[src/rtl/assert_macros.svh]
// Assertion helpers shared by the RTL files.
`ifndef ASSERT_MACROS_SVH
`define ASSERT_MACROS_SVH

// Same-cycle implication, disabled during reset.
`define ASSERT_IMPL(lbl, clk_i, rstn_i, ante, cons) \
    lbl: assert property (@(posedge clk_i) disable iff (!rstn_i) (ante) |-> (cons)) \
        else $error("implication check failed");

// Next-cycle implication, disabled during reset.
`define ASSERT_NEXT(lbl, clk_i, rstn_i, ante, cons) \
    lbl: assert property (@(posedge clk_i) disable iff (!rstn_i) (ante) |=> (cons)) \
        else $error("next-cycle check failed");

`endif

[src/rtl/sdrsp_pkg.sv]
package sdrsp_pkg;

    localparam logic [1:0] RT_R1 = 2'd0;
    localparam logic [1:0] RT_R2 = 2'd1;
    localparam logic [1:0] RT_R3 = 2'd2;
    localparam logic [1:0] RT_R6 = 2'd3;

    localparam logic ACT_BEGIN = 1'b0;
    localparam logic ACT_TICK  = 1'b1;

    localparam logic [1:0] ST_OK      = 2'd0;
    localparam logic [1:0] ST_BUSY    = 2'd1;
    localparam logic [1:0] ST_CRC     = 2'd2;
    localparam logic [1:0] ST_TIMEOUT = 2'd3;

    localparam logic [4:0] LONG_LAST_IDX  = 5'd16;
    localparam logic [4:0] SHORT_LAST_IDX = 5'd5;
    localparam logic [4:0] CRC_BYTES      = 5'd5;
    localparam logic [6:0] CRC_POLY       = 7'h09;
    localparam logic [9:0] TIMEOUT_RESET  = 10'd101;

    typedef struct packed {
        logic [4:0] byte_index;
        logic [7:0] byte_value;
        logic       last;
        logic [1:0] status;
    } result_t;

    function automatic logic [6:0] crc7_step(input logic [6:0] crc, input logic bit_in);
        logic fb;
        fb = crc[6] ^ bit_in;
        return {crc[5:0], 1'b0} ^ (fb ? CRC_POLY : 7'h00);
    endfunction

endpackage

[src/rtl/sd_response_receiver_crc7_unit.sv]
// A byte result goes to the output register, or to the skid register if the output is held.
// Throughput: one transaction per cycle while in_stall is low; the FSM adds no waits.
// Input stalls only while both output stages hold results that have not been taken.
// Reset (asynchronous, active low): idle, all counters and CRC cleared,
// start_timeout set to 101, output stages empty.
`include "assert_macros.svh"

module sd_response_receiver_crc7_unit (
    input  logic       clk,
    input  logic       rst_n,
    input  logic       cfg_wr_en,
    input  logic [9:0] cfg_wr_data,
    input  logic       in_valid,
    output logic       in_stall,
    input  logic       action,
    input  logic [1:0] response_type,
    input  logic       cmd_bit,
    output logic       out_valid,
    input  logic       out_stall,
    output logic [4:0] byte_index,
    output logic [7:0] byte_value,
    output logic       last,
    output logic [1:0] status
);
    import sdrsp_pkg::*;

    typedef enum logic [1:0] {
        PH_IDLE = 2'd0,
        PH_WAIT = 2'd1,
        PH_RECV = 2'd2
    } phase_t;

    logic [9:0] start_timeout_reg;
    phase_t     phase_reg, phase_next;
    logic [1:0] kind_reg, kind_next;
    logic [9:0] wait_count_reg, wait_count_next;
    logic [4:0] byte_count_reg, byte_count_next;
    logic [2:0] bit_count_reg, bit_count_next;
    logic [7:0] shift_byte_reg, shift_byte_next;
    logic [6:0] crc_reg, crc_next;
    logic       busy_seen_reg, busy_seen_next;

    logic       in_fire;
    logic       res_push;
    result_t    res;
    result_t    out_data;
    logic       skid_full;
    logic [7:0] shifted;
    logic [7:0] crc_expect;
    logic       fin;

    assign in_stall = skid_full;
    assign in_fire  = in_valid && !skid_full;
    assign shifted  = {shift_byte_reg[6:0], cmd_bit};
    assign fin      = (kind_reg == RT_R2) ? (byte_count_reg >= LONG_LAST_IDX)
                                          : (byte_count_reg >= SHORT_LAST_IDX);

    always_comb
    begin
        phase_next      = phase_reg;
        kind_next       = kind_reg;
        wait_count_next = wait_count_reg;
        byte_count_next = byte_count_reg;
        bit_count_next  = bit_count_reg;
        shift_byte_next = shift_byte_reg;
        crc_next        = crc_reg;
        busy_seen_next  = busy_seen_reg;
        crc_expect      = 8'h00;
        res_push        = 1'b0;
        res             = '0;

        if (in_fire)
        begin
            if (action == ACT_BEGIN)
            begin
                phase_next      = PH_WAIT;
                kind_next       = response_type;
                wait_count_next = '0;
                byte_count_next = '0;
                bit_count_next  = '0;
                shift_byte_next = '0;
                crc_next        = '0;
                busy_seen_next  = 1'b0;
            end
            else
            begin
                unique case (phase_reg)
                    PH_WAIT:
                    begin
                        if (!cmd_bit)
                        begin
                            phase_next      = PH_RECV;
                            shift_byte_next = '0;
                            bit_count_next  = 3'd1;
                            crc_next        = crc7_step(crc_reg, 1'b0);
                        end
                        else if (wait_count_reg >= start_timeout_reg)
                        begin
                            phase_next     = PH_IDLE;
                            res_push       = 1'b1;
                            res.byte_index = '0;
                            res.byte_value = '0;
                            res.last       = 1'b1;
                            res.status     = ST_TIMEOUT;
                        end
                        else
                        begin
                            wait_count_next = wait_count_reg + 10'd1;
                        end
                    end
                    PH_RECV:
                    begin
                        shift_byte_next = shifted;
                        if (byte_count_reg < CRC_BYTES)
                        begin
                            crc_next = crc7_step(crc_reg, cmd_bit);
                        end
                        if (bit_count_reg != 3'd7)
                        begin
                            bit_count_next = bit_count_reg + 3'd1;
                        end
                        else
                        begin
                            bit_count_next  = '0;
                            shift_byte_next = '0;
                            if (kind_reg == RT_R3 && byte_count_reg == 5'd1 && !shifted[7])
                            begin
                                busy_seen_next = 1'b1;
                            end
                            crc_expect     = {crc_next, 1'b1};
                            res_push       = 1'b1;
                            res.byte_index = byte_count_reg;
                            res.byte_value = shifted;
                            res.last       = fin;
                            res.status     = ST_OK;
                            if (fin)
                            begin
                                if (kind_reg == RT_R3 && busy_seen_next)
                                begin
                                    res.status = ST_BUSY;
                                end
                                if ((kind_reg == RT_R1 || kind_reg == RT_R6)
                                    && shifted != crc_expect)
                                begin
                                    res.status = ST_CRC;
                                end
                                phase_next = PH_IDLE;
                            end
                            byte_count_next = byte_count_reg + 5'd1;
                        end
                    end
                    default:
                    begin
                        phase_next = phase_reg;
                    end
                endcase
            end
        end
    end

    always_ff @(posedge clk or negedge rst_n)
    begin
        if (!rst_n)
        begin
            start_timeout_reg <= TIMEOUT_RESET;
            phase_reg         <= PH_IDLE;
            kind_reg          <= '0;
            wait_count_reg    <= '0;
            byte_count_reg    <= '0;
            bit_count_reg     <= '0;
            shift_byte_reg    <= '0;
            crc_reg           <= '0;
            busy_seen_reg     <= 1'b0;
        end
        else
        begin
            if (cfg_wr_en)
            begin
                start_timeout_reg <= cfg_wr_data;
            end
            phase_reg      <= phase_next;
            kind_reg       <= kind_next;
            wait_count_reg <= wait_count_next;
            byte_count_reg <= byte_count_next;
            bit_count_reg  <= bit_count_next;
            shift_byte_reg <= shift_byte_next;
            crc_reg        <= crc_next;
            busy_seen_reg  <= busy_seen_next;
        end
    end

    sdrsp_skid u_skid (
        .clk       (clk),
        .rst_n     (rst_n),
        .push      (res_push),
        .push_data (res),
        .full      (skid_full),
        .out_valid (out_valid),
        .out_stall (out_stall),
        .out_data  (out_data)
    );

    assign byte_index = out_data.byte_index;
    assign byte_value = out_data.byte_value;
    assign last       = out_data.last;
    assign status     = out_data.status;

    `ASSERT_NEXT(a_last_goes_idle, clk, rst_n, res_push && res.last, phase_reg == PH_IDLE)
    `ASSERT_IMPL(a_bits_only_in_recv, clk, rst_n, bit_count_reg != 3'd0, phase_reg == PH_RECV)

endmodule

[src/rtl/sdrsp_skid.sv]
`include "assert_macros.svh"

module sdrsp_skid (
    input  logic              clk,
    input  logic              rst_n,
    input  logic              push,
    input  sdrsp_pkg::result_t push_data,
    output logic              full,
    output logic              out_valid,
    input  logic              out_stall,
    output sdrsp_pkg::result_t out_data
);
    import sdrsp_pkg::*;

    logic    out_valid_reg;
    logic    skid_valid_reg;
    result_t out_data_reg;
    result_t skid_data_reg;
    logic    pop;

    assign pop       = out_valid_reg && !out_stall;
    assign full      = skid_valid_reg;
    assign out_valid = out_valid_reg;
    assign out_data  = out_data_reg;

    always_ff @(posedge clk or negedge rst_n)
    begin
        if (!rst_n)
        begin
            out_valid_reg  <= 1'b0;
            skid_valid_reg <= 1'b0;
        end
        else if (skid_valid_reg)
        begin
            if (pop)
            begin
                out_data_reg   <= skid_data_reg;
                skid_valid_reg <= 1'b0;
            end
        end
        else if (push)
        begin
            if (!out_valid_reg || pop)
            begin
                out_data_reg  <= push_data;
                out_valid_reg <= 1'b1;
            end
            else
            begin
                skid_data_reg  <= push_data;
                skid_valid_reg <= 1'b1;
            end
        end
        else if (pop)
        begin
            out_valid_reg <= 1'b0;
        end
    end

    `ASSERT_IMPL(a_skid_behind_out, clk, rst_n, skid_valid_reg, out_valid_reg)
    `ASSERT_IMPL(a_no_push_when_full, clk, rst_n, push, !skid_valid_reg)

endmodule
[config.mk]
export PLATFORM = sky130hd
export DESIGN_NAME = sd_response_receiver_crc7_unit
export DESIGN_NICKNAME = d
export VERILOG_FILES = /design/src/rtl/sdrsp_pkg.sv /design/src/rtl/sd_response_receiver_crc7_unit.sv /design/src/rtl/sdrsp_skid.sv
export VERILOG_INCLUDE_DIRS = /design/src /design/src/rtl
export SDC_FILE = /design/constraint.sdc
export NUM_CORES = 1
export LEC_CHECK = 0
export ABC_AREA = 1
export BUFFER_PORTS_ARGS = -buffer_cell sky130_fd_sc_hd__buf_2
export CORE_ASPECT_RATIO = 0.8
export CORE_UTILIZATION = 60
export CTS_BUF_LIST = sky130_fd_sc_hd__clkbuf_8
export DETAILED_ROUTE_END_ITERATION = 7
export GPL_ROUTABILITY_DRIVEN = 0
export GPL_TIMING_DRIVEN = 0
export PLACE_DENSITY = 0.88
export RECOVER_POWER = 50
export SYNTH_ARGS = -nofsm -noshare
export SYNTH_HDL_FRONTEND = slang
export SYNTH_SLANG_ARGS = --single-unit
[constraint.sdc]
create_clock -name clk -period 3.25 [get_ports clk]
set_input_delay 0.65 -clock clk [delete_from_list [all_inputs] [get_ports clk]]
set_output_delay 0.65 -clock clk [all_outputs]
set_load 0.02 [all_outputs]
==> impl_results.md, run 1 <==
* Static leakage at between 2 and 2.5 nW
* Largest net degree at the start of global routing at 52
* WL final at 9135 um
* Non-Filler Instances at around 630
* Status: completed
* Syn Nets at 534
* Max Cap Viol at 0
* Synth Flop Type: dfrtp_1
* R2r worst-path depth at 10
* Arr. time, crit path at roughly 2900 ps
* Tot Pwr at approximately 2.3 mW
* Synth top area cells: dfrtp_1 (27%), edfxtp_1 (23%), nand2_1 (12%)
* Port Buffer Count at 34
* Worst setup EP type: flop
* Area of the multi-input gates at 1757 um2
* Global route overflow at 0
* Least-Margin Pin Slew at 1111 ps
* Minimum clock period after layout at 2867 ps
* Overall Global Routing Usage at 27.40%
* CTS tree: built
* Antenna violation net count after detailed routing at 0
* Final Max Slew Viols at 0
* Inst Count DP at 613
* Vias per cell at ~5.6
* Vias in the first global route at 3283
* Critical path startpoint category: flop
* Crit Reg-Reg Endpoint: u_skid.out_data[2]
* Endpoints failing setup at 0
* Average routed wire per standard cell at around 15 um
* Fillers at 485
* Post-Syn Area per Cell at 8.518 um2
* Sequential-to-total area share from yosys stat at 51.99%
* Area grow syn2layout at 10.50%
* Via count at 3520
* Min-Delay Endpoint: bit_count_reg[1]
* Switching portion of total power at between 30% and 40%
* H-Tree Depth at 3
* Most frequent CP cell: nand2_1
* Setup TNS at 0 ps
* Setup Skew at roughly 10 ps
* Die X at 95.73 um
* Die area at about 7400 um2
* Hold crit path type: reg2reg
* Syn Inst Count at 495
* Mapped cell area at approximately 4200 um2
* Register bit total from synthesis at 81
* Synth Warn # at 0
* CP peak stage delay at 690 ps
* Layout cell share with drive strength beyond 1 at roughly 10%
* Post-DP HPWL at 6866 um
* Worst Path Required at between 3000 and 4000 ps
* Critical-path cell list: inv_1 -> ha_1 -> nand4_1 -> nor3_1 -> o21ai_1 -> nand3_1 -> nand2_1 -> nand2_1 -> nand2_1 -> a21oi_2
* WHS at 492.7 ps
* 1st-iter DRT viols at 405
* Clk Latency, worst-skew pair at 360 ps
* Hold Startpoint: bit_count_reg[1]
* Fin. Hold Viols at 0
* Pint at 1.578 mW
* Post-synth EDFFs at 32
* Worst slew margin at 25.96%
* Deepest clock path buffer count at 2
* Largest fanout on the critical path at 16
* Top cell family by delay on the critical path: simple AND/OR/NAND/NOR gates
* RSZ-0062 raised after global routing: no
* Initial Util at 64.17%
* Drt pass-1 iters at 6
* Fin crit share at around 88%
* Nets at ~580
* WS Path Type: reg2reg
* Core Area at around 6600 um2
* WP buf/inv at 1
* Worst-path clk slew at 80 ps
* Die Y at 76.98 um
* Clock sinks at between 80 and 90
* Sequential Power Share at a little over 50%
* Flop2flop setup slack at 380 ps
* First-pass GRT wire length at roughly 15000 um
* Hold_buf cts at 0
* Fmax at 0.3488 GHz
* Comb pwr share at 19.0%
* Clock power frac at 29.9%
* Hold Crit Depth at 2
* Synth unique cells at 36
* Async SR Flop Fraction at 60.49%
* Flip-flop and latch area at 2192 um2
* Core Util, Final at 70.91%
* # IOs at 37
* Diode count at 0
* Initial antenna violation count at 0
* Share of the synthesized area in the top cell type at 26.71%
* Worst r2r src: start_timeout_reg[6]
* TritonCTS Buffers at 9
* Row count at 26
* Cell taking the most area after synthesis: dfrtp_1
* Slowest CP cell: a21oi_2
* Sw Pwr at 0.7361 mW
* Power per Cell Area at just under 500 nW/um2
* Clk Tree Root Cell: clkbuf_8
* Worst IR Drop VDD at 0.2623 mV
* DRC Markers at 0
==> through the flow <==
stage | setup WS (ps) | area [um2]
2_1_floorplan | 562.6 | 4217
3_3_place_gp | 186.1 | 4492
3_5_place_dp | 29.84 | 4492
4_1_cts | 108.2 | 4683
5_1_grt | 168.1 | 4659
6_report | 382.7 | 4659
==> layout by cell type, fill, tap and decap left out, drive strengths merged <==
cell	Yosys	layout
nor3	8	8
xor2	5	5
and3	2	2
o22ai	1	1
clkinvlp	0	2
mux2	1	1
edfxtp	32	32
a21oi	13	13
buf	5	20
o31ai	4	4
a211oi	1	1
inv	57	59
nand2	140	140
a22oi	1	1
clkinv	1	3
nand3	36	36
nand4	7	7
clkbuf	8	37
dfrtp	45	45
dfstp	4	4
o211ai	1	1
a21boi	1	1
o32ai	4	4
nor2	50	50
o21ai	45	45
xnor2	2	2
a21o	1	1
ha	20	20
==> per-layer routing <==
metal	global-route usage (%)	vias to the layer above	wire length, um	share of wire [%]
li1	-	1726	-	-
met1	39.19	1617	4142	45
met2	42.07	160	4195	46
met3	6.448	17	668	7.3
met4	7.015	0	128	1.4
met5	0	-	0	0
==> worst max-delay path by stage <==
| stage | depth (start not counted) | start | slack, ps | end |
|---|---|---|---|---|
| after floorplan | 10 | start_timeout_reg[5] | 560 | u_skid.out_data[0] |
| after global placement | 10 | start_timeout_reg[6] | 190 | u_skid.out_data[4] |
| after detailed placement | 10 | start_timeout_reg[6] | 30 | u_skid.out_data[6] |
| after CTS | 10 | start_timeout_reg[6] | 110 | u_skid.skid_data_reg[7] |
| after global routing | 10 | start_timeout_reg[6] | 170 | u_skid.out_data[1] |
| final | 10 | start_timeout_reg[6] | 380 | u_skid.out_data[2] |
==> cells in the mapped netlist, drive strengths merged (5+ instances only) <==
| master | n |
|---|---|
| nand2 | 140 |
| inv | 57 |
| nor2 | 50 |
| dfrtp | 45 |
| o21ai | 45 |
| nand3 | 36 |
| edfxtp | 32 |
| ha | 20 |
| a21oi | 13 |
| clkbuf | 8 |
| nor3 | 8 |
| nand4 | 7 |
| buf | 5 |
| xor2 | 5 |
==> cells by family after synthesis <==
| logic type | after synthesis | synth area share, % |
|---|---|---|
| xor+xnor | 7 | 1.454 |
| mux | 1 | 0.2670 |
| simple gates | 243 | 24.36 |
| flops | 81 | 51.99 |
| fa+ha+maj | 20 | 5.935 |
| buf+inv | 71 | 6.439 |
| compound gates | 72 | 9.555 |
==> final cells by class <==
| type | count | share of cell area, % |
|---|---|---|
| multi-input cells | 343 | 37.70 |
| well taps | 84 | 2.256 |
| flip-flops and latches | 81 | 47.05 |
| inverters | 58 | 4.672 |
| clock buffers | 10 | 2.954 |
| plain buffers | 13 | 1.128 |
| clock inverters | 6 | 1.074 |
| repair buffers | 34 | 3.169 |
==> timing repair <==
action / in CTS / in global routing
setup endpoints to repair: 16 / 16
buffers inserted: 0 / 0
endpoints found under the hold margin: 0 / 0
resized for setup: 1 / 1
==> worst min-delay path: stages, from the launching register on <==
cell,delay (ps)
dfrtp_1,350
nand2_1,50
nand2_1,60
==> power groups by stage <==
stage / clock (mW) / combinational [mW] / sequential [mW]
global route: 0.742 / 0.505 / 1.19
global placement: 0 / 0.410 / 1.20
finish: 0.692 / 0.441 / 1.18
floorplan: 0 / 0.319 / 1.18
detailed placement: 0 / 0.429 / 1.20
CTS: 0.698 / 0.434 / 1.18
Power figures use the tool's default switching activity.
==> run 2, diff against run 1 <==
CELL_PAD_IN_SITES_DETAIL_PLACEMENT = 2   (was unset)
CELL_PAD_IN_SITES_GLOBAL_PLACEMENT = 2   (was unset)
CORE_UTILIZATION = 38   (was 60)
PLACE_DENSITY = 0.9   (was 0.88)
RECOVER_POWER = 25   (was 50)
==> run 2 against run 1 <==
- via count up 4.9%
- combinational power up 11%
- sequential share of layout area down 1.2 points
- maximum frequency down 5.5%
- critical path depth unchanged
- non-clock buffer count unchanged
- global-route usage down 1.7 points
- worst hold slack worse by 5.9 ps
==> impl_results.md, run 2 (same netlist as run 1, synthesis figures left out) <==
* Static leakage at 2.157 nW
* Endpoints failing setup at 0
* Die Y at 96.22 um
* Sequential Power Share at 47.9%
* Via count at 3691
* Max Cap Viol at 0
* Postcts setup bufs at 0
* Crit path capture: u_skid.skid_data_reg[8]
* Post_cts resized at 2
* Pint at between 1.5 and 2 mW
* Status: completed
* Post-DP HPWL at 10190 um
* WL final at about 14000 um
* Least-Margin Pin Slew at 1195 ps
* Crit Reg-Reg Endpoint: u_skid.skid_data_reg[8]
* Sw Pwr at approximately 0.84 mW
* TritonCTS Buffers at 9
* Initial antenna violation count at 0
* Nets at 579
* Clock sinks at 81
* Deepest clock path buffer count at 2
* Layout cell share with drive strength beyond 1 at 13.39%
* Row count at 34
* Fin crit share at 93.34%
* Area grow syn2layout at 13.38%
* Area of the multi-input gates at 1759 um2
* Antenna violation net count after detailed routing at 0
* Fmax at around 0.33 GHz
* RSZ-0062 raised after global routing: no
* Port Buffer Count at 34
* Critical path startpoint category: flop
* Clk Tree Root Cell: clkbuf_8
* Worst IR Drop VDD at 0.1928 mV
* Fillers at 1255
* Average routed wire per standard cell at 20.28 um
* Switching portion of total power at between 30 and 40%
* First-pass GRT wire length at 21950 um
* Initial Util at 38.87%
* Largest net degree at the start of global routing at 52
* Arr. time, crit path at 3030 ps
* R2r worst-path depth at 10
* Diode count at 0
* Drt pass-1 iters at 4
* Clk Latency, worst-skew pair at between 300 and 400 ps
* # IOs at 37
* Die area at 11520 um2
* Tot Pwr at 2.483 mW
* Core Area at 10850 um2
* Fin. Hold Viols at 0
* Die X at 119.8 um
* Inst Count DP at 673
* Hold crit path type: in2reg
* Vias per cell at 5.357
* Hold_buf cts at 0
* 1st-iter DRT viols at 168
* Setup Skew at 17.45 ps
* Most frequent cells in the layout: nand2_1 (137), inv_1 (54), nor2_1 (46)
* WS Path Type: reg2reg
* Global route overflow at 0
* Core Util, Final at 44.07%
* Flip-flop and latch area at 2192 um2
* Setup crit start: start_timeout_reg[5]
* H-Tree Depth at 3
* Worst-path clk slew at roughly 90 ps
* Worst setup EP type: flop
* Vias in the first global route at 3950
* Minimum clock period after layout at 3034 ps
* Worst Path Required at 3250 ps
* Flop2flop setup slack at 220 ps
* Setup TNS at 0 ps
* Largest fanout on the critical path at 16
* Commonest non-fill, non-tap cell in the layout: nand2_1
* DRC Markers at 0
* Comb pwr share at 19.6%
* Power per Cell Area at 519.4 nW/um2
* Clock power frac at between 30 and 40%
* Worst slew margin at about a fifth
* Non-Filler Instances at just under 700
* CTS tree: built
* Overall Global Routing Usage at 25.72%
* Worst r2r src: start_timeout_reg[5]
* Final Max Slew Viols at 0
==> run 2: worst min path at each step <==
stage,from,depth (start not counted),slack (ps),endpoint
floorplan,rst_n,0,350,bit_count_reg[0]
global placement,bit_count_reg[1],2,470,bit_count_reg[1]
detailed placement,bit_count_reg[1],2,500,bit_count_reg[1]
CTS,cfg_wr_data[5],3,470,start_timeout_reg[5]
global route,response_type[1],3,490,kind_reg[1]
finish,cfg_wr_data[5],3,490,start_timeout_reg[5]
==> run 2: layout make-up <==
type	count	share of cell area (%)
flip-flops and latches	81	45.85
multi-input cells	343	36.80
inverters	58	4.554
well taps	144	3.769
repair buffers	34	3.559
clock buffers	9	2.591
clock inverters	7	1.753
plain buffers	13	1.125
==> run 2: worst max-delay path, cell delays in order, from the launching register on <==
cell	delay (ps)
dfstp_2	530
inv_1	50
ha_1	290
nand2_1	100
o21ai_0	290
nand2_1	90
nand3_1	140
nand2_1	170
nand2_1	130
nand4_1	130
nor2_2	730
==> run 2: metrics by stage <==
stage / cell area (um2) / worst slack [ps] / hold slack, ps
6_report: 4781 / 216.3 / 486.8
5_1_grt: 4781 / 80.77 / 490.3
4_1_cts: 4781 / 195.4 / 472.1
3_5_place_dp: 4567 / -210.0 / 497.1
3_3_place_gp: 4567 / 64.92 / 468.7
2_1_floorplan: 4217 / 562.6 / 354.4
==> run 2: layer usage <==
| layer | up-vias | track usage, % | wire [um] |
|---|---|---|---|
| li1 | 1720 | - | - |
| met1 | 1877 | 32.48 | 6255 |
| met2 | 75 | 44.89 | 7021 |
| met3 | 19 | 4.680 | 501 |
| met4 | 0 | 8.333 | 195 |
| met5 | - | 0 | 0 |
==> run 2: power groups by stage <==
stage	logic, mW	registers, mW	clock network, mW
final	0.488	1.19	0.806
after global routing	0.549	1.20	0.857
after CTS	0.489	1.19	0.830
after detailed placement	0.477	1.21	0
after global placement	0.433	1.20	0
after floorplan	0.319	1.18	0
